**src/sv/mffd_pkg.sv**
```systemverilog
// ----------------------------------------------------------------------------
// mffd_pkg: shared types and constants for the motor feedback frame decoder
// Stage load strobes, register indexes and Q16.16 angle constants.
// ----------------------------------------------------------------------------
package mffd_pkg;

  localparam int CFG_IDX_W  = 3;
  localparam int CFG_DATA_W = 47;

  localparam logic [CFG_IDX_W-1:0] CFG_POSITION_MAX      = 3'd0;
  localparam logic [CFG_IDX_W-1:0] CFG_VELOCITY_MAX      = 3'd1;
  localparam logic [CFG_IDX_W-1:0] CFG_TORQUE_MAX        = 3'd2;
  localparam logic [CFG_IDX_W-1:0] CFG_TOTAL_ANGLE_LIMIT = 3'd3;

  localparam int POS_MAX_W = 20;
  localparam int VT_MAX_W  = 24;
  localparam int LIMIT_W   = 47;
  localparam int POS_W     = 21;
  localparam int WPOS_W    = 19;
  localparam int VT_W      = 25;
  localparam int TOTAL_W   = 48;

  // pi and 2*pi in Q16.16, rounded to nearest
  localparam logic signed [21:0] PI_Q     = 22'sd205887;
  localparam logic signed [21:0] TWO_PI_Q = 22'sd411775;

  // one load strobe per pipeline stage after the input register
  typedef struct packed {
    logic prod;
    logic fold;
    logic scale;
    logic cand;
    logic sel;
    logic acc;
  } mffd_ld_t;

endpackage

```
**src/sv/mffd_scale.sv**
```systemverilog
// ----------------------------------------------------------------------------
// mffd_scale: linear scaling of raw position, velocity and torque
// Three stages: raw * max, first fold of the divide by 2^k-1, final fold
// with offset by -max.
// ----------------------------------------------------------------------------
module mffd_scale
  import mffd_pkg::*;
(
  input  logic                        clk,
  input  mffd_ld_t                    ld,
  input  logic [15:0]                 pos_raw,
  input  logic [11:0]                 vel_raw,
  input  logic [11:0]                 tor_raw,
  input  logic [POS_MAX_W-1:0]        pos_max,
  input  logic [VT_MAX_W-1:0]         vel_max,
  input  logic [VT_MAX_W-1:0]         tor_max,
  output logic signed [POS_W-1:0]     position,
  output logic signed [VT_W-1:0]      velocity,
  output logic signed [VT_W-1:0]      torque
);

  localparam logic [16:0] D16 = 17'd65535;
  localparam logic [12:0] D12 = 13'd4095;

  // floor(y / 65535) for y below 2^22
  function automatic logic [6:0] corr16(input logic [21:0] y);
    logic [5:0]  a2;
    logic [16:0] y2;
    logic        c;
    a2 = y[21:16];
    y2 = 17'(y[15:0]) + 17'(a2);
    c  = (y2 >= D16);
    return 7'(a2) + 7'(c);
  endfunction

  // floor(y / 4095) for y below 2^26
  function automatic logic [14:0] corr12(input logic [25:0] y);
    logic [13:0] a2;
    logic [14:0] y2;
    logic [2:0]  a3;
    logic [12:0] y3;
    logic        c;
    a2 = y[25:12];
    y2 = 15'(y[11:0]) + 15'(a2);
    a3 = y2[14:12];
    y3 = 13'(y2[11:0]) + 13'(a3);
    c  = (y3 >= D12);
    return 15'(a2) + 15'(a3) + 15'(c);
  endfunction

  logic [35:0] pos_p, vel_p, tor_p;
  logic [35:0] pos_p_next, vel_p_next, tor_p_next;

  logic signed [21:0] pos_am;
  logic signed [25:0] vel_am, tor_am;
  logic [21:0]        pos_y;
  logic [25:0]        vel_y, tor_y;

  logic signed [21:0] pos_next;
  logic signed [25:0] vel_next, tor_next;

  assign pos_p_next = 36'(pos_raw) * 36'(pos_max);
  assign vel_p_next = 36'(vel_raw) * 36'(vel_max);
  assign tor_p_next = 36'(tor_raw) * 36'(tor_max);

  assign pos_next = pos_am + $signed({15'b0, corr16(pos_y)});
  assign vel_next = vel_am + $signed({11'b0, corr12(vel_y)});
  assign tor_next = tor_am + $signed({11'b0, corr12(tor_y)});

  always_ff @(posedge clk) begin
    if (ld.prod) begin
      pos_p <= pos_p_next;
      vel_p <= vel_p_next;
      tor_p <= tor_p_next;
    end
    // x = 2 * p; x = a * 2^k + b, so x / (2^k-1) = a + (a + b) / (2^k-1)
    if (ld.fold) begin
      pos_am <= $signed({1'b0, pos_p[35:15]}) - $signed({2'b0, pos_max});
      pos_y  <= 22'(pos_p[35:15]) + 22'({pos_p[14:0], 1'b0});
      vel_am <= $signed({1'b0, vel_p[35:11]}) - $signed({2'b0, vel_max});
      vel_y  <= 26'(vel_p[35:11]) + 26'({vel_p[10:0], 1'b0});
      tor_am <= $signed({1'b0, tor_p[35:11]}) - $signed({2'b0, tor_max});
      tor_y  <= 26'(tor_p[35:11]) + 26'({tor_p[10:0], 1'b0});
    end
    if (ld.scale) begin
      position <= pos_next[POS_W-1:0];
      velocity <= vel_next[VT_W-1:0];
      torque   <= tor_next[VT_W-1:0];
    end
  end

endmodule

```
**src/sv/mffd_unwrap.sv**
```systemverilog
// ----------------------------------------------------------------------------
// mffd_unwrap: position wrap into +-pi and total angle accumulation
// Delta candidates and wrap, shortest delta select, then the running sum
// with the limit reset.
// ----------------------------------------------------------------------------
module mffd_unwrap
  import mffd_pkg::*;
(
  input  logic                        clk,
  input  logic                        rst,
  input  mffd_ld_t                    ld,
  input  logic signed [POS_W-1:0]     pos_in,
  input  logic [POS_MAX_W-1:0]        pos_max,
  input  logic [LIMIT_W-1:0]          limit,
  output logic signed [POS_W-1:0]     position,
  output logic signed [WPOS_W-1:0]    wrapped_position,
  output logic signed [TOTAL_W-1:0]   unwrapped_angle
);

  function automatic logic [22:0] mag23(input logic signed [22:0] v);
    return v[22] ? 23'(-v) : 23'(v);
  endfunction

  logic signed [POS_W-1:0]   prev;
  logic signed [POS_W-1:0]   pos4, pos5;
  logic signed [WPOS_W-1:0]  wpos4, wpos5;
  logic signed [22:0]        d1, d2, delta;
  logic signed [TOTAL_W-1:0] angle_sum;

  logic signed [22:0] pos_ext, prev_ext, d, span_ext;
  logic signed [22:0] d1_next, d2_next;
  logic signed [21:0] w;
  logic signed [48:0] sum, sum_ext_a, sum_ext_d, lim;
  logic               over;

  always_comb begin
    pos_ext  = 23'(pos_in);
    prev_ext = 23'(prev);
    span_ext = $signed({2'b0, pos_max, 1'b0});
    d        = pos_ext - prev_ext;
    if (d[22]) begin
      d1_next = d + span_ext;
      d2_next = d;
    end else begin
      d1_next = d;
      d2_next = d - span_ext;
    end
    w = 22'(pos_in);
    for (int i = 0; i < 2; i++) begin
      if (w > PI_Q) w = w - TWO_PI_Q;
    end
    for (int i = 0; i < 2; i++) begin
      if (w < -PI_Q) w = w + TWO_PI_Q;
    end
  end

  always_comb begin
    sum_ext_a = 49'(angle_sum);
    sum_ext_d = 49'(delta);
    sum       = sum_ext_a + sum_ext_d;
    lim       = $signed({2'b0, limit});
    over      = (sum > lim) || (sum < -lim);
  end

  always_ff @(posedge clk) begin
    if (rst) begin
      prev      <= '0;
      angle_sum <= '0;
    end else begin
      if (ld.cand) prev <= pos_in;
      if (ld.acc) angle_sum <= over ? '0 : sum[TOTAL_W-1:0];
    end
    if (ld.cand) begin
      pos4  <= pos_in;
      wpos4 <= w[WPOS_W-1:0];
      d1    <= d1_next;
      d2    <= d2_next;
    end
    if (ld.sel) begin
      pos5  <= pos4;
      wpos5 <= wpos4;
      delta <= (mag23(d1) < mag23(d2)) ? d1 : d2;
    end
    if (ld.acc) begin
      position         <= pos5;
      wrapped_position <= wpos5;
    end
  end

  assign unwrapped_angle = angle_sum;

endmodule

```
**src/sv/motor_feedback_frame_decode.sv**
```systemverilog
// ----------------------------------------------------------------------------
// motor_feedback_frame_decode: feedback frame unpack, scale and unwrap
// Decodes one 8-byte motor feedback frame per beat into Q16.16 values.
// ----------------------------------------------------------------------------
// Input stream s_*: one 64-bit frame per beat, byte 0 in bits 63..56.
// Output stream m_*: one decoded result per input beat, in order.
// Config port cfg_*: register index and data, written when cfg_we is high;
// write only while the stream is idle. Unknown indexes are ignored.
// Path: frame register, then stages prod, fold, scale, cand, sel, acc.
// Throughput: one frame per cycle while m_tready is high; seven register
// stages, each with its own valid, so a stalled output only backs up into
// empty stages, and s_tready drops only once every stage holds a beat.
// The rate is set by the running total angle: sum, limit compare and
// update are combinational and close back into the total angle register.
// Reset: all stages empty, registers to their reset values, previous
// position and total angle cleared to zero.
// ----------------------------------------------------------------------------
module motor_feedback_frame_decode
  import mffd_pkg::*;
(
  input  logic                   clk,
  input  logic                   rst,
  input  logic                   s_tvalid,
  output logic                   s_tready,
  input  logic [63:0]            s_tdata,   // frame
  output logic                   m_tvalid,
  input  logic                   m_tready,
  // motor_status, position, wrapped_position, velocity, torque,
  // driver_temperature, rotor_temperature, unwrapped angle, zero pad
  output logic [159:0]           m_tdata,
  input  logic                   cfg_we,
  input  logic [CFG_IDX_W-1:0]   cfg_index,
  input  logic [CFG_DATA_W-1:0]  cfg_data
);

  typedef struct packed {
    logic [3:0] status;
    logic [7:0] t_drv;
    logic [7:0] t_rot;
  } meta_t;

  typedef struct packed {
    logic signed [VT_W-1:0] vel;
    logic signed [VT_W-1:0] tor;
  } vt_t;

  logic [POS_MAX_W-1:0] pos_max;
  logic [VT_MAX_W-1:0]  vel_max;
  logic [VT_MAX_W-1:0]  tor_max;
  logic [LIMIT_W-1:0]   limit;

  logic [6:0] v;
  logic [6:0] go;
  logic [6:1] ld;
  mffd_ld_t   ldv;

  logic [63:0] frame;
  meta_t       meta [1:6];
  vt_t         vt   [4:6];

  logic signed [POS_W-1:0]   pos3;
  logic signed [VT_W-1:0]    vel3, tor3;
  logic signed [POS_W-1:0]   pos6;
  logic signed [WPOS_W-1:0]  wpos6;
  logic signed [TOTAL_W-1:0] total6;

  always_comb begin
    go[6] = v[6] & m_tready;
    for (int k = 6; k >= 1; k--) begin
      ld[k]   = v[k-1] & (~v[k] | go[k]);
      go[k-1] = ld[k];
    end
  end

  assign s_tready = ~v[0] | go[0];
  assign ldv = '{prod: ld[1], fold: ld[2], scale: ld[3],
                 cand: ld[4], sel: ld[5], acc: ld[6]};

  always_ff @(posedge clk) begin
    if (rst) begin
      v       <= '0;
      pos_max <= 20'd819200;
      vel_max <= 24'd1966080;
      tor_max <= 24'd655360;
      limit   <= 47'h7FFF_FFFF_FFFF;
    end else begin
      v[0] <= (s_tvalid & s_tready) | (v[0] & ~go[0]);
      for (int k = 1; k <= 6; k++) begin
        v[k] <= ld[k] | (v[k] & ~go[k]);
      end
      if (cfg_we) begin
        case (cfg_index)
          CFG_POSITION_MAX:      pos_max <= cfg_data[POS_MAX_W-1:0];
          CFG_VELOCITY_MAX:      vel_max <= cfg_data[VT_MAX_W-1:0];
          CFG_TORQUE_MAX:        tor_max <= cfg_data[VT_MAX_W-1:0];
          CFG_TOTAL_ANGLE_LIMIT: limit   <= cfg_data[LIMIT_W-1:0];
          default: ;
        endcase
      end
    end
  end

  always_ff @(posedge clk) begin
    if (s_tvalid && s_tready) frame <= s_tdata;
    if (ld[1]) meta[1] <= '{status: frame[63:60], t_drv: frame[15:8], t_rot: frame[7:0]};
    for (int k = 2; k <= 6; k++) begin
      if (ld[k]) meta[k] <= meta[k-1];
    end
    if (ld[4]) vt[4] <= '{vel: vel3, tor: tor3};
    if (ld[5]) vt[5] <= vt[4];
    if (ld[6]) vt[6] <= vt[5];
  end

  mffd_scale u_scale (
    .clk      (clk),
    .ld       (ldv),
    .pos_raw  (frame[55:40]),
    .vel_raw  (frame[39:28]),
    .tor_raw  (frame[27:16]),
    .pos_max  (pos_max),
    .vel_max  (vel_max),
    .tor_max  (tor_max),
    .position (pos3),
    .velocity (vel3),
    .torque   (tor3)
  );

  mffd_unwrap u_unwrap (
    .clk              (clk),
    .rst              (rst),
    .ld               (ldv),
    .pos_in           (pos3),
    .pos_max          (pos_max),
    .limit            (limit),
    .position         (pos6),
    .wrapped_position (wpos6),
    .unwrapped_angle  (total6)
  );

  assign m_tvalid = v[6];
  assign m_tdata  = {2'b0, total6, meta[6].t_rot, meta[6].t_drv, vt[6].tor, vt[6].vel,
                     wpos6, pos6, meta[6].status};

endmodule
```
**config.mk**
```make
export PLATFORM = sky130hd
export DESIGN_NAME = motor_feedback_frame_decode
export DESIGN_NICKNAME = d
export VERILOG_FILES = /design/src/sv/mffd_pkg.sv /design/src/sv/mffd_scale.sv /design/src/sv/mffd_unwrap.sv /design/src/sv/motor_feedback_frame_decode.sv
export SDC_FILE = /design/constraint.sdc
export NUM_CORES = 2
export LEC_CHECK = 0
export BUFFER_PORTS_ARGS = -buffer_cell sky130_fd_sc_hd__buf_2
export CORE_MARGIN = 2
export CORE_UTILIZATION = 45
export CTS_CLUSTER_SIZE = 30
export DETAILED_ROUTE_END_ITERATION = 6
export SLEW_MARGIN = 0
export SYNTH_ARGS = -nofsm -noshare
export SYNTH_HDL_FRONTEND = slang
export SYNTH_SLANG_ARGS = --single-unit
```
**constraint.sdc**
```tcl
create_clock -name clk -period 57.7 [get_ports clk]
set_input_delay 17.31 -clock clk [delete_from_list [all_inputs] [get_ports clk]]
set_output_delay 17.31 -clock clk [all_outputs]
set_load 0.05 [all_outputs]
```
# ---- After elaboration in Yosys (flattened, before gate mapping)
# Memory sizes are Yosys's and may differ from the RTL's.
# Index checks and enable logic that the tools add are counted.
dict set report totals {
  inputBits 119
  ramBits 270
  register_bits 768
  n_memories 2
}
# name depth width read_ports rd_ports_with_merged_regs write_ports line
set mem_list {}
lappend mem_list {vt 3 50 3 0 3 motor_feedback_frame_decode.sv:59} ;# vt_t vt [4:6];
lappend mem_list {meta 6 20 6 0 6 motor_feedback_frame_decode.sv:58} ;# meta_t meta [1:6];
dict set report op_classes {
  magnitude_cmp 10
  n_bitwise 43
  n_addsub 30
  eq_ne 3
  mux 22
  reduce_logical 7
  n_mul 3
}
# operator count
set ops {}
lappend ops {{22-bit 2-to-1 mux} 5}
lappend ops {{12-bit by 24-bit multiplier with 36-bit output} 2}
lappend ops {{23-bit 2-to-1 mux} 3}
lappend ops {{25-bit by 12-bit adder with 26-bit output} 2}
lappend ops {{25-bit by 16-bit adder with 25-bit output} 2}
lappend ops {{25-bit by 24-bit subtractor with 25-bit output} 2}
lappend ops {{48-bit by 23-bit adder with 49-bit output} 1}
lappend ops {{49-bit by 48-bit greater-than comparator with 1-bit output} 1}
lappend ops {{49-bit < comparator} 1}
lappend ops {{47-bit negation with 49-bit output} 1}
lappend ops {{48-bit 2-to-1 mux} 1}
lappend ops {{23-bit negation} 2}
lappend ops {{22-bit by 19-bit < comparator with 1-bit output (second input constant)} 2}
lappend ops {{16-bit by 20-bit multiplier with 36-bit output} 1}
lappend ops {{12-bit by 14-bit adder with 15-bit output} 2}
lappend ops {{14-bit by 3-bit adder with 15-bit output} 2}
lappend ops {{15-bit by 1-bit adder with 15-bit output} 2}
lappend ops {{12-bit by 3-bit adder with 13-bit output} 2}
lappend ops {{13-bit by 12-bit >= comparator with 1-bit output (second input constant)} 2}
lappend ops {{22-bit by 22-bit adder with 23-bit output} 1}
lappend ops {{23-bit < comparator} 1}
lappend ops {{22-bit by 22-bit subtractor with 23-bit output} 1}
lappend ops {{21-bit by 16-bit adder with 22-bit output} 1}
lappend ops {{22-bit by 20-bit adder with 22-bit output (second input constant)} 1}
lappend ops {{22 further kinds} 77}

# ---- Depth between registers and ports, before layout
dict set report depth {
  depth_word 16
  mapped_depth 47
}

# ---- Cells and area by module
# From an unflattened synthesis, not the netlist that was laid out.
dict set report unflattened {
  cells_unflattened 8189
  area_unflattened_um2 83263.6
}
# mod cells_each instances seq_area_each_um2 area_per_inst_um2
set modules_own_cells {}
lappend modules_own_cells {mffd_scale 4933 1 9729.3 47269.1}
lappend modules_own_cells {mffd_unwrap 2314 1 7026.7 21186.6}
lappend modules_own_cells {motor_feedback_frame_decode 942 1 12351.8 14808.0}

# ---- Worst setup path after synthesis
# OpenSTA, ideal clock, no wires.
dict set report synth_path {
  kind {input-to-output}
  startpoint {input m_tready}
  endpoint {output s_tready}
  path_stages 5
  arrival_time_ps 18550
  required_time_ps 40390
  path_buffers 1
  slack_ps 21840
  path_cell_list {nor2b_1 > and2_1 > and3_1 > clkbuf_1 > nand4_1}
}
dict set report synth_via {
  elab_chain_len 14
}
# item line
set synth_lines {}
lappend synth_lines {{start, declared} motor_feedback_frame_decode.sv:27} ;# input logic m_tready,
lappend synth_lines {{1-bit AND} motor_feedback_frame_decode.sv:68} ;# go[6] = v[6] & m_tready;
lappend synth_lines {{1-bit bitwise OR} motor_feedback_frame_decode.sv:70} ;# ld[k] = v[k-1] & (~v[k] | go[k]);
lappend synth_lines {{1-bit AND} motor_feedback_frame_decode.sv:70}
lappend synth_lines {{1-bit bitwise OR} motor_feedback_frame_decode.sv:70}
lappend synth_lines {{1-bit AND} motor_feedback_frame_decode.sv:70}
lappend synth_lines {{1-bit bitwise OR} motor_feedback_frame_decode.sv:70}
lappend synth_lines {{1-bit AND} motor_feedback_frame_decode.sv:70}
lappend synth_lines {{1-bit bitwise OR} motor_feedback_frame_decode.sv:70}
lappend synth_lines {{1-bit AND} motor_feedback_frame_decode.sv:70}
lappend synth_lines {{1-bit bitwise OR} motor_feedback_frame_decode.sv:70}
lappend synth_lines {{1-bit AND} motor_feedback_frame_decode.sv:70}
lappend synth_lines {{1-bit bitwise OR} motor_feedback_frame_decode.sv:70}
lappend synth_lines {{1-bit AND} motor_feedback_frame_decode.sv:70}
lappend synth_lines {{1-bit bitwise OR} motor_feedback_frame_decode.sv:75} ;# assign s_tready = ~v[0] | go[0];
lappend synth_lines {{end, declared} motor_feedback_frame_decode.sv:24} ;# output logic s_tready,
# Every way passes these cells.

# ---- Worst setup path in the final report
# Same ends and word-level chain as after synthesis.

==> summary.md <==
| Metric | Value |
|---|---|
| Outcome | `finished clean` |
| Max_slew headroom | `19.8%` |
| Setup CP Type | `input pin to primary output` |
| Hold/Removal Path Class | `flip-flop to flip-flop` |
| Clock transition at path regs | `60 ps` |
| Post-cts gate resize count | `0` |
| Post-synthesis async set-or-reset flop share | `0%` |
| Yosys Warn Count | `0` |
| Later-pin clock latency in the skew report | `800 ps` |
| WL final | `197 mm` |
| Clock buffer depth | `3` |
| First-pass GRT wire length | `315 mm` |
| Syn avg cell area | `10.2 µm²` |
| Hold-fix buffers, CTS | `0` |
| Tot Pwr | `2330 µW` |
| Number of flops mapped to enable cells by yosys | `842` |
| Root Driver | `clkbuf_16` |
| DRC violations left | `0` |
| Mapped Cells | `7970` |
| Pwr/cell area | `26.3 nW/µm²` |
| Synthesized area | `81500 µm²` |
| CP required | `40390 ps` |
| Slew Viols, Final | `0` |
| Peak supply drop | `0.0245 mV` |
| Layout net count | `9573` |
| Largest net degree at the start of global routing | `146` |
| Gpl congestion | `0.903` |
| Max-cap violations | `0` |
| Via count | `56000` |
| Register area share after synthesis | `35.7%` |
| Yosys reg bits | `1033` |
| Fill count | `16400` |
| Area occupied by multi-input gates | `46800 µm²` |
| Max frequency | `0.0276 GHz` |
| Fraction of layout cells with a size suffix above 1 | `7.33%` |
| Critical path capture point type | `primary output` |
| Layout area overhead | `8.81%` |
| Count of different cell masters after synthesis | `107` |
| Post-synth top flop | `edfxtp_1` |
| Register Area | `29100 µm²` |
| Number of global-route vias before repair | `56400` |
| Die height | `430 µm` |
| Final Hold Viols | `0` |
| Grt ovf | `0` |
| CTS Sinks | `1033` |
| Starting DRT DRC Count | `3825` |
| Initial antenna violation count | `7` |
| Critical path startpoint | `m_tready` |
| FP Rows | `156` |
| Core ar. | `180000 µm²` |
| Die area | `185000 µm²` |
| I/O Buffers | `274` |
| Chip width | `430 µm` |
| DR WL/cell | `18.7 µm` |
| Overall routing resource usage | `21.5%` |
| Worst Hold Launch | `u_scale.torque[0]` |
| Worst flop-to-flop path startpoint | `u_scale.tor_y[12]` |
| Leak pwr | `0.0373 µW` |
| Starting Density | `45.2%` |
| TritonRoute pass-1 iters | `5` |
| Top Ports | `281` |
| Post-CTS setup buffers | `0` |
| Worst-Margin Slew | `1200 ps` |
| Final setup TNS | `0 ps` |
| Min Tclk post-route | `36180 ps` |
| Final-report setup violation count | `0` |
| HPWL after DPL | `152 mm` |
| WP data arrival | `18870 ps` |
| Max Clock Skew | `100 ps` |
| CP Max Fanout | `7` |
| Avg Vias per Cell | `5.31` |
| CTS tree | `built` |
| RSZ-0062 raised after global routing | `no` |
| Total CTS buffers | `117` |
| Remaining antenna violation count | `0` |
| Critical Path Source Type | `input pin` |
| H-tree level count | `3` |
| Fin crit share | `62.7%` |
registers in the layout, summed over array words and instances, names as in the netlist, 24 cells and up:
name,flops
u_scale.tor_p,36
tor_max,24
u_unwrap.unwrapped_angle,48
u_scale.vel_am,25
u_scale.velocity,25
u_scale.tor_am,25
limit,47
u_scale.pos_p,36
u_scale.torque,25
frame,60
vel_max,24
meta,120
u_scale.tor_y,26
vt,150
u_scale.vel_y,26
u_scale.vel_p,36
synth_stat cells, types with 48 or more instances:
library cell,count,area (µm²)
nor2_1,320,1200
o21bai_1,73,548
and2_1,314,1960
a22o_1,48,420
o21a_1,54,405
and3_1,53,332
a21boi_0,62,465
nand4_1,49,307
inv_1,1081,4060
edfxtp_1,842,25300
o211ai_1,75,563
nand2_1,1115,4190
nor3_1,98,490
a21oi_1,375,1880
dfxtp_1,191,3820
xnor2_1,395,3460
nand3_1,110,551
xor2_1,129,1130
clkbuf_1,237,890
buf_4,75,563
o21ai_0,236,1180
a21o_1,97,728
fa_1,712,14300
nand2b_1,56,350
nor2b_1,72,450
ha_1,673,8420
critical path: stages:
cell	delay, ps
buf_2	100
nor2b_1	240
and2_1	300
and3_1	460
nand4_1	200
buf_2	260
report_power, final:
part           switching (µW)  total [µW]  internal, µW
registers                52.5         931           879
logic                     370         646           276
clock network             325         756           432
total                     747        2330          1590
path summary, 6_finish.rpt:
check | slack (ps) | end | depth (start not counted)
setup / recovery | 21520 | s_tready | 6
hold / removal | 370 | vt[1][0] | 0
setup reg to reg | 48690 | u_scale.torque[24] | 45
hold reg to reg | 370 | vt[1][0] | 0
cells in the final DEF, fill, tap and decap left out, types with 14 or more instances in the layout:
cell type  instances
nand2_1         1115
inv_1           1079
edfxtp_1         842
fa_1             712
ha_1             673
xnor2_1          395
a21oi_1          375
nor2_1           318
and2_1           313
buf_2            273
o21ai_0          236
dfxtp_1          191
xor2_1           129
clkbuf_16        119
nand3_1          110
a21o_1            97
nor3_1            97
o211ai_1          75
o21bai_1          73
nor2b_1           69
a21boi_0          61
nand2b_1          56
o21a_1            53
and3_1            52
nand4_1           49
a22o_1            48
buf_4             45
o31ai_1           42
or3_1             35
a211oi_1          28
nor4_1            24
mux2_2            22
clkbuf_1          22
clkinv_2          19
or4_1             16
clkinv_1          16
a31oi_1           15
or2_2             14
metrics by stage:
| stage | instance area [µm²] | util, % | instances | hold WS, ps | setup slack (ps) |
|---|---|---|---|---|---|
| 2_1_floorplan | 81500 | - | 7971 | 400 | 21840 |
| 3_3_place_gp | 84700 | 47.0 | 10300 | 401 | 21550 |
| 3_5_place_dp | 84700 | 47.0 | 10300 | 405 | 21520 |
| 4_1_cts | 88700 | 49.2 | 10500 | 358 | 21520 |
| 5_1_grt | 88700 | 49.2 | 10500 | 370 | 21390 |
| 6_report | 88700 | 49.2 | 10500 | 374 | 21520 |
area by class of cell:
type,instances,area share [%]
Timing Repair Buffer,320,1.97
Clock inverter,72,0.906
Inverter,1082,4.59
Antenna cell,2,0.00564
Tap cell,2370,3.34
Sequential cell,1033,32.8
Multi-Input combinational cell,5515,52.8
Clock buffer,150,3.59
cells by family after synthesis:
| kind of cell | share of synthesized area [%] |
|---|---|
| other | 0.00460 |
| adder cells (fa/ha/maj) | 27.8 |
| multiplexers | 0.491 |
| flip-flops | 35.7 |
| buffers and inverters | 6.97 |
| AO/OA/AOI/OAI | 10.1 |
| AND/OR/NAND/NOR | 13.2 |
| XOR/XNOR | 5.69 |
layer usage:
layer | GRT usage [%] | share of wire, % | vias to the layer above
met5 | 0 | 0.011 | -
met4 | 6.75 | 2.9 | 4
met3 | 2.86 | 5.2 | 253
met2 | 34.1 | 45 | 1411
met1 | 30.5 | 47 | 27500
li1 | - | - | 26700
Power figures use the tool's default switching activity.
